===== config.mk =====
export PLATFORM = sky130hd
export DESIGN_NAME = data_stack_dup_swap_rot_peek_flat
export DESIGN_NICKNAME = d
export VERILOG_FILES = /design/src/hdl/dstack_pkg.sv /design/src/hdl/dstack_chan_if.sv /design/src/hdl/data_stack_dup_swap_rot_peek.sv /design/src/hdl/dstack_cell.sv /design/src/hdl/dstack_ctrl.sv /design/src/flat_wrapper.sv
export SDC_FILE = /design/constraint.sdc
export NUM_CORES = 1
export LEC_CHECK = 0
export BUFFER_PORTS_ARGS = -buffer_cell sky130_fd_sc_hd__clkbuf_2
export CAP_MARGIN = 0
export CORE_UTILIZATION = 55
export CTS_CLUSTER_SIZE = 12
export DETAILED_ROUTE_END_ITERATION = 8
export GPL_ROUTABILITY_DRIVEN = 0
export PLACE_DENSITY_LB_ADDON = 0.1
export SYNTH_ARGS = -nofsm -noshare
export SYNTH_HDL_FRONTEND = slang
export SYNTH_SLANG_ARGS = --single-unit

===== constraint.sdc =====
create_clock -name clock -period 44 [get_ports clock]
set_input_delay 4.4 -clock clock [delete_from_list [all_inputs] [get_ports clock]]
set_output_delay 4.4 -clock clock [all_outputs]
set_load 0.01 [all_outputs]

===== src/hdl/dstack_pkg.sv =====
// shared types and constants of the data stack
package dstack_pkg;

   localparam int OP_W     = 3;
   localparam int OFFSET_W = 4;
   localparam int STATUS_W = 2;

   typedef enum logic [OP_W-1:0] {
      OP_PUSH = 3'd0,
      OP_POP  = 3'd1,
      OP_DUP  = 3'd2,
      OP_SWAP = 3'd3,
      OP_ROT  = 3'd4,
      OP_PEEK = 3'd5
   } op_type;

   typedef enum logic [STATUS_W-1:0] {
      ST_OK    = 2'd0,
      ST_UNDER = 2'd1,
      ST_OVER  = 2'd2
   } status_type;

   // how the row of cells moves on an accepted request
   typedef enum logic [2:0] {
      MV_HOLD,
      MV_PUSH,
      MV_POP,
      MV_DUP,
      MV_SWAP,
      MV_ROT
   } move_type;

   typedef enum logic [1:0] {
      RD_NONE,
      RD_TOP,
      RD_PEEK
   } read_sel_type;

   typedef enum logic [1:0] {
      SEL_HOLD,
      SEL_PREV,
      SEL_NEXT,
      SEL_ALT
   } cell_sel_type;

   typedef struct packed {
      move_type     move;
      status_type   status;
      read_sel_type read_sel;
   } ctrl_type;

endpackage


===== src/hdl/dstack_chan_if.sv =====
// request and response channel interfaces of the data stack
interface dstack_req_if #(
   parameter int DATA_WIDTH = 32
);
   logic                               valid;
   logic                               ready;
   logic [dstack_pkg::OP_W-1:0]        operation;
   logic [DATA_WIDTH-1:0]              push_value;
   logic [dstack_pkg::OFFSET_W-1:0]    peek_offset;

   modport source (output valid, operation, push_value, peek_offset, input ready);
   modport sink   (input valid, operation, push_value, peek_offset, output ready);
endinterface

interface dstack_rsp_if #(
   parameter int DATA_WIDTH = 32,
   parameter int COUNT_W    = 5
);
   logic                               valid;
   logic                               ready;
   logic [DATA_WIDTH-1:0]              read_value;
   logic [dstack_pkg::STATUS_W-1:0]    status;
   logic [COUNT_W-1:0]                 depth;

   modport source (output valid, read_value, status, depth, input ready);
   modport sink   (input valid, read_value, status, depth, output ready);
endinterface


===== src/hdl/data_stack_dup_swap_rot_peek.sv =====
// top level of the bounded data stack with push, pop, dup, swap, rot and peek
//
//   channel   dir  handshake           payload
//   req_chan  in   valid / ready       operation, push_value, peek_offset
//   rsp_chan  out  valid / ready       read_value, status, depth
//
// one request per cycle: the cells and the count update at the accepting edge
// and the response sits in an output register from the next cycle on.
// the stack is a row of DEPTH cells with the top entry in cell 0; every
// operation is one parallel move of the row, so rot costs the same as push.
// a request is taken while the response register is empty or being drained.
// reset empties the stack and the response register; cell contents are kept.
module data_stack_dup_swap_rot_peek #(
   parameter int DEPTH      = 16,
   parameter int DATA_WIDTH = 32
) (
   input  logic         clock,
   input  logic         reset,
   dstack_req_if.sink   req_chan,
   dstack_rsp_if.source rsp_chan
);

   localparam int COUNT_W   = $clog2(DEPTH + 1);
   localparam int PEEK_SPAN = (DEPTH < (1 << dstack_pkg::OFFSET_W)) ?
                              DEPTH : (1 << dstack_pkg::OFFSET_W);

   logic                                accept;
   logic [COUNT_W-1:0]                  count_ff;
   logic [COUNT_W-1:0]                  count_in;
   dstack_pkg::ctrl_type                ctrl;
   logic [DATA_WIDTH-1:0]               cell_value [DEPTH];
   logic [DATA_WIDTH-1:0]               alt_value;
   logic [DATA_WIDTH-1:0]               peek_value;
   logic [DATA_WIDTH-1:0]               read_value;

   logic                                rsp_valid_ff;
   logic [DATA_WIDTH-1:0]               read_value_ff;
   logic [dstack_pkg::STATUS_W-1:0]     status_ff;
   logic [COUNT_W-1:0]                  depth_ff;

   assign req_chan.ready = !rsp_valid_ff || rsp_chan.ready;
   assign accept         = req_chan.valid && req_chan.ready;

   dstack_ctrl #(
      .DEPTH   (DEPTH),
      .COUNT_W (COUNT_W)
   ) u_ctrl (
      .operation   (req_chan.operation),
      .peek_offset (req_chan.peek_offset),
      .count       (count_ff),
      .ctrl        (ctrl),
      .count_next  (count_in)
   );

   // only cell 0 uses the alternate input
   assign alt_value = (ctrl.move == dstack_pkg::MV_ROT) ? cell_value[2] : req_chan.push_value;

   for (genvar i = 0; i < DEPTH; i++) begin : g_cell
      logic [DATA_WIDTH-1:0] prev_value;
      logic [DATA_WIDTH-1:0] next_value;
      logic [DATA_WIDTH-1:0] cell_alt;

      if (i == 0) begin : g_first
         assign prev_value = '0;
         assign cell_alt   = alt_value;
      end else begin : g_rest
         assign prev_value = cell_value[i-1];
         assign cell_alt   = '0;
      end

      if (i == DEPTH - 1) begin : g_last
         assign next_value = '0;
      end else begin : g_inner
         assign next_value = cell_value[i+1];
      end

      dstack_cell #(
         .DATA_WIDTH (DATA_WIDTH),
         .INDEX      (i)
      ) u_cell (
         .clock      (clock),
         .enable     (accept),
         .move       (ctrl.move),
         .prev_value (prev_value),
         .next_value (next_value),
         .alt_value  (cell_alt),
         .value      (cell_value[i])
      );
   end

   always_comb begin
      peek_value = '0;
      for (int i = 0; i < PEEK_SPAN; i++) begin
         if (req_chan.peek_offset == dstack_pkg::OFFSET_W'(i)) begin
            peek_value = cell_value[i];
         end
      end
   end

   always_comb begin
      unique case (ctrl.read_sel)
         dstack_pkg::RD_TOP:  read_value = cell_value[0];
         dstack_pkg::RD_PEEK: read_value = peek_value;
         default:             read_value = '0;
      endcase
   end

   always_ff @(posedge clock) begin
      if (reset) begin
         count_ff     <= '0;
         rsp_valid_ff <= 1'b0;
      end else begin
         if (accept) begin
            count_ff <= count_in;
         end
         if (accept) begin
            rsp_valid_ff <= 1'b1;
         end else if (rsp_chan.ready) begin
            rsp_valid_ff <= 1'b0;
         end
      end
   end

   always_ff @(posedge clock) begin
      if (accept) begin
         read_value_ff <= read_value;
         status_ff     <= ctrl.status;
         depth_ff      <= count_in;
      end
   end

   assign rsp_chan.valid      = rsp_valid_ff;
   assign rsp_chan.read_value = read_value_ff;
   assign rsp_chan.status     = status_ff;
   assign rsp_chan.depth      = depth_ff;

endmodule


===== src/hdl/dstack_cell.sv =====
// one stack entry cell, loads from itself, a neighbour or the alternate input
module dstack_cell #(
   parameter int DATA_WIDTH = 32,
   parameter int INDEX      = 0
) (
   input  logic                  clock,
   input  logic                  enable,
   input  dstack_pkg::move_type  move,
   input  logic [DATA_WIDTH-1:0] prev_value,
   input  logic [DATA_WIDTH-1:0] next_value,
   input  logic [DATA_WIDTH-1:0] alt_value,
   output logic [DATA_WIDTH-1:0] value
);

   logic [DATA_WIDTH-1:0]    value_ff;
   logic [DATA_WIDTH-1:0]    value_in;
   dstack_pkg::cell_sel_type sel;

   always_comb begin
      unique case (move)
         dstack_pkg::MV_PUSH: sel = (INDEX == 0) ? dstack_pkg::SEL_ALT : dstack_pkg::SEL_PREV;
         dstack_pkg::MV_POP:  sel = dstack_pkg::SEL_NEXT;
         dstack_pkg::MV_DUP:  sel = (INDEX == 0) ? dstack_pkg::SEL_HOLD : dstack_pkg::SEL_PREV;
         dstack_pkg::MV_SWAP: begin
            if (INDEX == 0)      sel = dstack_pkg::SEL_NEXT;
            else if (INDEX == 1) sel = dstack_pkg::SEL_PREV;
            else                 sel = dstack_pkg::SEL_HOLD;
         end
         // top takes the third entry, the next two move down one place
         dstack_pkg::MV_ROT: begin
            if (INDEX == 0)                   sel = dstack_pkg::SEL_ALT;
            else if (INDEX == 1 || INDEX == 2) sel = dstack_pkg::SEL_PREV;
            else                              sel = dstack_pkg::SEL_HOLD;
         end
         default: sel = dstack_pkg::SEL_HOLD;
      endcase
   end

   always_comb begin
      unique case (sel)
         dstack_pkg::SEL_PREV: value_in = prev_value;
         dstack_pkg::SEL_NEXT: value_in = next_value;
         dstack_pkg::SEL_ALT:  value_in = alt_value;
         default:              value_in = value_ff;
      endcase
   end

   always_ff @(posedge clock) begin
      if (enable) begin
         value_ff <= value_in;
      end
   end

   assign value = value_ff;

endmodule


===== src/hdl/dstack_ctrl.sv =====
// decodes a request against the entry count into move, status, read select and new count
module dstack_ctrl #(
   parameter int DEPTH   = 16,
   parameter int COUNT_W = 5
) (
   input  logic [dstack_pkg::OP_W-1:0]     operation,
   input  logic [dstack_pkg::OFFSET_W-1:0] peek_offset,
   input  logic [COUNT_W-1:0]              count,
   output dstack_pkg::ctrl_type            ctrl,
   output logic [COUNT_W-1:0]              count_next
);

   localparam int CMP_W = (COUNT_W > dstack_pkg::OFFSET_W) ? COUNT_W : dstack_pkg::OFFSET_W;

   logic full;
   logic empty;
   logic below_two;
   logic below_three;
   logic offset_out;

   assign full        = (count == COUNT_W'(DEPTH));
   assign empty       = (count == '0);
   assign below_two   = (count < COUNT_W'(2));
   assign below_three = (count < COUNT_W'(3));
   assign offset_out  = (CMP_W'(peek_offset) >= CMP_W'(count));

   always_comb begin
      ctrl.move     = dstack_pkg::MV_HOLD;
      ctrl.status   = dstack_pkg::ST_OK;
      ctrl.read_sel = dstack_pkg::RD_NONE;
      count_next    = count;
      unique case (dstack_pkg::op_type'(operation))
         dstack_pkg::OP_PUSH: begin
            if (full) begin
               ctrl.status = dstack_pkg::ST_OVER;
            end else begin
               ctrl.move  = dstack_pkg::MV_PUSH;
               count_next = count + COUNT_W'(1);
            end
         end
         dstack_pkg::OP_POP: begin
            if (empty) begin
               ctrl.status = dstack_pkg::ST_UNDER;
            end else begin
               ctrl.move     = dstack_pkg::MV_POP;
               ctrl.read_sel = dstack_pkg::RD_TOP;
               count_next    = count - COUNT_W'(1);
            end
         end
         dstack_pkg::OP_DUP: begin
            if (empty) begin
               ctrl.status = dstack_pkg::ST_UNDER;
            end else if (full) begin
               ctrl.status = dstack_pkg::ST_OVER;
            end else begin
               ctrl.move  = dstack_pkg::MV_DUP;
               count_next = count + COUNT_W'(1);
            end
         end
         dstack_pkg::OP_SWAP: begin
            if (below_two) ctrl.status = dstack_pkg::ST_UNDER;
            else           ctrl.move   = dstack_pkg::MV_SWAP;
         end
         dstack_pkg::OP_ROT: begin
            if (below_three) ctrl.status = dstack_pkg::ST_UNDER;
            else             ctrl.move   = dstack_pkg::MV_ROT;
         end
         dstack_pkg::OP_PEEK: begin
            if (offset_out) ctrl.status   = dstack_pkg::ST_UNDER;
            else            ctrl.read_sel = dstack_pkg::RD_PEEK;
         end
         default: ctrl.status = dstack_pkg::ST_UNDER;
      endcase
   end

endmodule


===== src/flat_wrapper.sv =====
// flat-port wrapper written by rule: the top's interface ports become plain ports
module data_stack_dup_swap_rot_peek_flat 
#(
   parameter int DEPTH      = 16,
   parameter int DATA_WIDTH = 32
)
  (clock, reset, req_chan_valid, req_chan_operation, req_chan_push_value, req_chan_peek_offset, req_chan_ready, rsp_chan_valid, rsp_chan_read_value, rsp_chan_status, rsp_chan_depth, rsp_chan_ready);
  dstack_req_if #(.DATA_WIDTH(DATA_WIDTH)) req_chan_i ();
  dstack_rsp_if #(.DATA_WIDTH(DATA_WIDTH), .COUNT_W((5))) rsp_chan_i ();
  input  logic clock;
  input  logic reset;
  input wire logic [$bits(req_chan_i.valid)-1:0] req_chan_valid;
  input wire logic [$bits(req_chan_i.operation)-1:0] req_chan_operation;
  input wire logic [$bits(req_chan_i.push_value)-1:0] req_chan_push_value;
  input wire logic [$bits(req_chan_i.peek_offset)-1:0] req_chan_peek_offset;
  output wire logic [$bits(req_chan_i.ready)-1:0] req_chan_ready;
  output wire logic [$bits(rsp_chan_i.valid)-1:0] rsp_chan_valid;
  output wire logic [$bits(rsp_chan_i.read_value)-1:0] rsp_chan_read_value;
  output wire logic [$bits(rsp_chan_i.status)-1:0] rsp_chan_status;
  output wire logic [$bits(rsp_chan_i.depth)-1:0] rsp_chan_depth;
  input wire logic [$bits(rsp_chan_i.ready)-1:0] rsp_chan_ready;
  assign req_chan_i.valid = req_chan_valid;
  assign req_chan_i.operation = req_chan_operation;
  assign req_chan_i.push_value = req_chan_push_value;
  assign req_chan_i.peek_offset = req_chan_peek_offset;
  assign req_chan_ready = req_chan_i.ready;
  assign rsp_chan_valid = rsp_chan_i.valid;
  assign rsp_chan_read_value = rsp_chan_i.read_value;
  assign rsp_chan_status = rsp_chan_i.status;
  assign rsp_chan_depth = rsp_chan_i.depth;
  assign rsp_chan_i.ready = rsp_chan_ready;
  data_stack_dup_swap_rot_peek #(.DEPTH(DEPTH), .DATA_WIDTH(DATA_WIDTH)) u_core (.clock(clock), .reset(reset), .req_chan(req_chan_i), .rsp_chan(rsp_chan_i));
endmodule

==> tab_implementation.tex <==
\begin{tabular}{lr}
\hline
Metric & Value \\
\hline
\multicolumn{2}{l}{\textbf{Clocking}} \\
Clock root buffer master & sky130\_fd\_sc\_hd\_\_clkbuf\_16 \\
Post-CTS Setup Inserts & 0 \\
Clock Latency Late Sink & 650 ps \\
Total clock sinks & around 560 \\
Clock tree from TritonCTS & yes \\
Number of clock buffers inserted by TritonCTS & 61 \\
Number of hold buffers added after CTS & 0 \\
Clk slew on worst S/H paths & 60 ps \\
Maximum number of buffers from clock root to sink & 3 \\
Deepest level of the CTS H-tree & 2 \\
Resized Gates After CTS & 0 \\
\multicolumn{2}{l}{\textbf{Final layout}} \\
Share of layout cells above drive strength 1 & 0.0994 \\
Ant diodes & 0 \\
Final-layout fill cell count & 4448 \\
Final Instance Count excl. Fillers & approximately 3800 \\
Number of nets in the finished design & 3144 \\
Signed area change from the synthesized netlist to the final layout & 7.68\% \\
\multicolumn{2}{l}{\textbf{Floorplanning}} \\
Total Die Area & 55100 um2 \\
Die Y-Extent & approximately 230 um \\
Initial Util & 0.561 \\
Number of rows in the core area & 84 \\
Core Region & about 53000 um2 \\
I/O pin cnt & 84 \\
Chip width & 235 um \\
\multicolumn{2}{l}{\textbf{Synth}} \\
Most frequent cells after synthesis & sky130\_fd\_sc\_hd\_\_nand2\_1, sky130\_fd\_sc\_hd\_\_edfxtp\_1, sky130\_fd\_sc\_hd\_\_a21oi\_1 \\
Seq/Total Area, Yosys & 0.559 \\
Area share of the largest cell type after synthesis & 0.555 \\
Flip-flop and latch count after synthesis & 557 \\
Main area contributors after synthesis & sky130\_fd\_sc\_hd\_\_edfxtp\_1, sky130\_fd\_sc\_hd\_\_nand2\_1, sky130\_fd\_sc\_hd\_\_a21oi\_1 \\
Most used DFF post-synth & sky130\_fd\_sc\_hd\_\_edfxtp\_1 \\
Share of flip-flops with an asynchronous set or reset after synthesis & 0 \\
Syn Inst Count & 3133 \\
Netlist cell types & 89 \\
Synth Net Count & 3184 \\
Cell taking the most area after synthesis & sky130\_fd\_sc\_hd\_\_edfxtp\_1 \\
Combined area of all synthesized cells & 29800 um2 \\
Count of synthesis-stage warnings from yosys & 0 \\
Most frequent cell after synthesis & sky130\_fd\_sc\_hd\_\_nand2\_1 \\
Count of flip-flops with a built-in enable after synthesis & 551 \\
Per-instance average area after synthesis & 9.51 um2 \\
\multicolumn{2}{l}{\textbf{Worst setup path}} \\
Endpoint kind of the worst setup timing path & output port \\
Sort of element at the start of the critical path & primary input \\
Critical path type & in2out \\
Delay-heaviest family, CP & buffers and inverters \\
Data arrival time at the worst-slack endpoint & 4770 ps \\
Number of buffers and inverters on the critical path & 2 \\
Required arrival time at the worst endpoint & 39600 ps \\
Largest incremental delay on the critical path & 160 ps \\
Library cell appearing most often on the critical path & sky130\_fd\_sc\_hd\_\_clkbuf\_2 \\
Slowest library cell on the worst path & sky130\_fd\_sc\_hd\_\_nand2b\_1 \\
Largest fanout on the critical path & 3 \\
Cell Chain, Critical Path & clkbuf\_2 -> nand2b\_1 -> clkbuf\_2 \\
\multicolumn{2}{l}{\textbf{Worst hold path}} \\
Hold/Removal Path Class & reg2reg \\
\multicolumn{2}{l}{\textbf{Global route}} \\
Pin count of the biggest net entering global routing & 224 \\
Wire length of the first global-routing pass & around 140 mm \\
Number of antenna violations at the first check in global routing & 1 \\
Overall fraction of global-route tracks in use & 0.334 \\
Vias in the first global route & 23100 \\
Gr ovfl total & 0 \\
\multicolumn{2}{l}{\textbf{STA}} \\
Worst slew margin relative to its limit & 0.182 \\
Final count of negative-setup-slack endpoints & 0 \\
Total negative slack for setup checks & 0 ps \\
Transition time at the pin with the least slew margin & 1220 ps \\
Final hold violation count & 0 \\
Setup repair after global routing missed its margin & false \\
Clock skew after layout & approximately 24 ps \\
Max-slew violations & 0 \\
Post-route minimum period & 9170 ps \\
Crit share post-route & 0.208 \\
F\_max & 0.109 GHz \\
\multicolumn{2}{l}{\textbf{Run}} \\
MaxCap Viol Count & 0 \\
\multicolumn{2}{l}{\textbf{Pwr}} \\
Leakage power & 12.5 nW \\
Power per cell area & 38.1 nW/um2 \\
Largest voltage drop on the vdd net & 0.0000335 V \\
\multicolumn{2}{l}{\textbf{Place}} \\
HPWL after DPL & 54.8 mm \\
Placed Cells incl. Taps & roughly 3700 \\
Number of buffers added on ports & 83 \\
\multicolumn{2}{l}{\textbf{Drt}} \\
Detail Route Antenna Nets & 0 \\
Vias post-DR & 24500 \\
Final wirelength & $\sim$94 mm \\
First-pass detailed-route iteration total & 7 \\
Number of DRC violations after detailed routing & 0 \\
WL per Instance & between 20 and 25 um \\
DR vias/cell & roughly 6.4 \\
DR iter-0 viols & 3148 \\
\multicolumn{2}{l}{\textbf{Run status}} \\
Status & complete, no violations \\
\hline
\end{tabular}
[power by group]
| part | internal, mW | switching, mW | total [mW] |
|---|---|---|---|
| Combinational | 0.0390 | 0.0889 | 0.128 |
| Sequential | 0.611 | 0.0175 | 0.628 |
| Clock | 0.251 | 0.216 | 0.467 |
| Total | 0.901 | 0.322 | 1.22 |
[state kept, by name (all words and copies together) (netlist names)]
register / cells
u_core.rsp_chan.read_value: 32
u_core.count_ff: 5
u_core.rsp_chan.valid: 1
u_core.rsp_chan.status: 2
u_core.rsp_chan.depth: 5
u_core.g_cell.u_cell.value: 512
[cell usage in the layout, fill, tap and decap left out, drive strengths merged, types with 6 or more instances in the layout]
cell / n
or2: 6
and2: 8
ha: 8
mux2i: 33
a221oi: 21
o21ai: 144
a22o: 11
a21oi: 117
o311ai: 8
clkbuf: 151
o221ai: 21
edfxtp: 551
nand3: 25
mux4: 12
mux2: 25
nand2b: 11
a211oi: 21
a22oi: 67
a221o: 12
buf: 52
o22ai: 28
nor2: 52
nor2b: 48
o211ai: 14
nand2: 1452
dfxtp: 6
nor3: 25
o22a: 8
o2bb2ai: 13
a2bb2oi: 7
inv: 19
a32oi: 12
clkinv: 36
a21o: 12
a31o: 6
[logic make-up after synthesis]
group	share of synthesized area
DFF	0.559
xor gates and xnor gates	0.00118
muxes	0.0296
AOI/OAI and AO/OA	0.138
buffers and inverters	0.0439
and+or+nand+nor	0.225
adders and majority gates	0.00370
[path summary, 6_finish.rpt]
path / startpoint / endpoint / slack (ps) / depth (start not counted)
setup / recovery: rsp_chan_ready / req_chan_ready / 34830 / 3
hold / removal: u_core.rsp_chan.valid / u_core.rsp_chan.valid / 530 / 2
setup reg to reg: u_core.count_ff[0] / u_core.rsp_chan.read_value[31] / 38620 / 11
hold reg to reg: u_core.rsp_chan.valid / u_core.rsp_chan.valid / 530 / 2
[layer usage]
layer | track usage | share of wire | up-vias
met5 | 0 | 0.00013 | -
met4 | 0.148 | 0.043 | 2
met3 | 0.0565 | 0.10 | 238
met2 | 0.530 | 0.46 | 1409
met1 | 0.455 | 0.40 | 11900
li1 | - | - | 10900
[through the flow]
step | hold WS, ps | power, mW | setup WS [ps] | utilization | instance area [um2]
after floorplan | 504 | 0.736 | 9230 | - | 29800
after global placement | 508 | 0.760 | 34830 | 0.572 | 30300
after detailed placement | 523 | 0.764 | 34790 | 0.572 | 30300
after CTS | 536 | 1.22 | 34830 | 0.605 | 32100
after global routing | 566 | 1.25 | 34810 | 0.605 | 32100
final | 532 | 1.22 | 34830 | 0.605 | 32100
[final cells by class]
| type | count | area (um2) | area share |
|---|---|---|---|
| clock buffer | 72 | 1570 | 0.0489 |
| clock inverter | 37 | 178 | 0.00554 |
| inverter | 18 | 75.1 | 0.00234 |
| multi-input combinational | 2324 | 11900 | 0.371 |
| sequential | 557 | 16700 | 0.519 |
| tap | 688 | 861 | 0.0268 |
| timing repair buffer | 131 | 837 | 0.0261 |
[tightest hold or removal path, delay by kind of cell (launching register included)]
family	cells	cell delay, ps
and+or+nand+nor	1	100
DFF	1	310
AOI/OAI and AO/OA	1	70
Power figures use the tool's default switching activity.
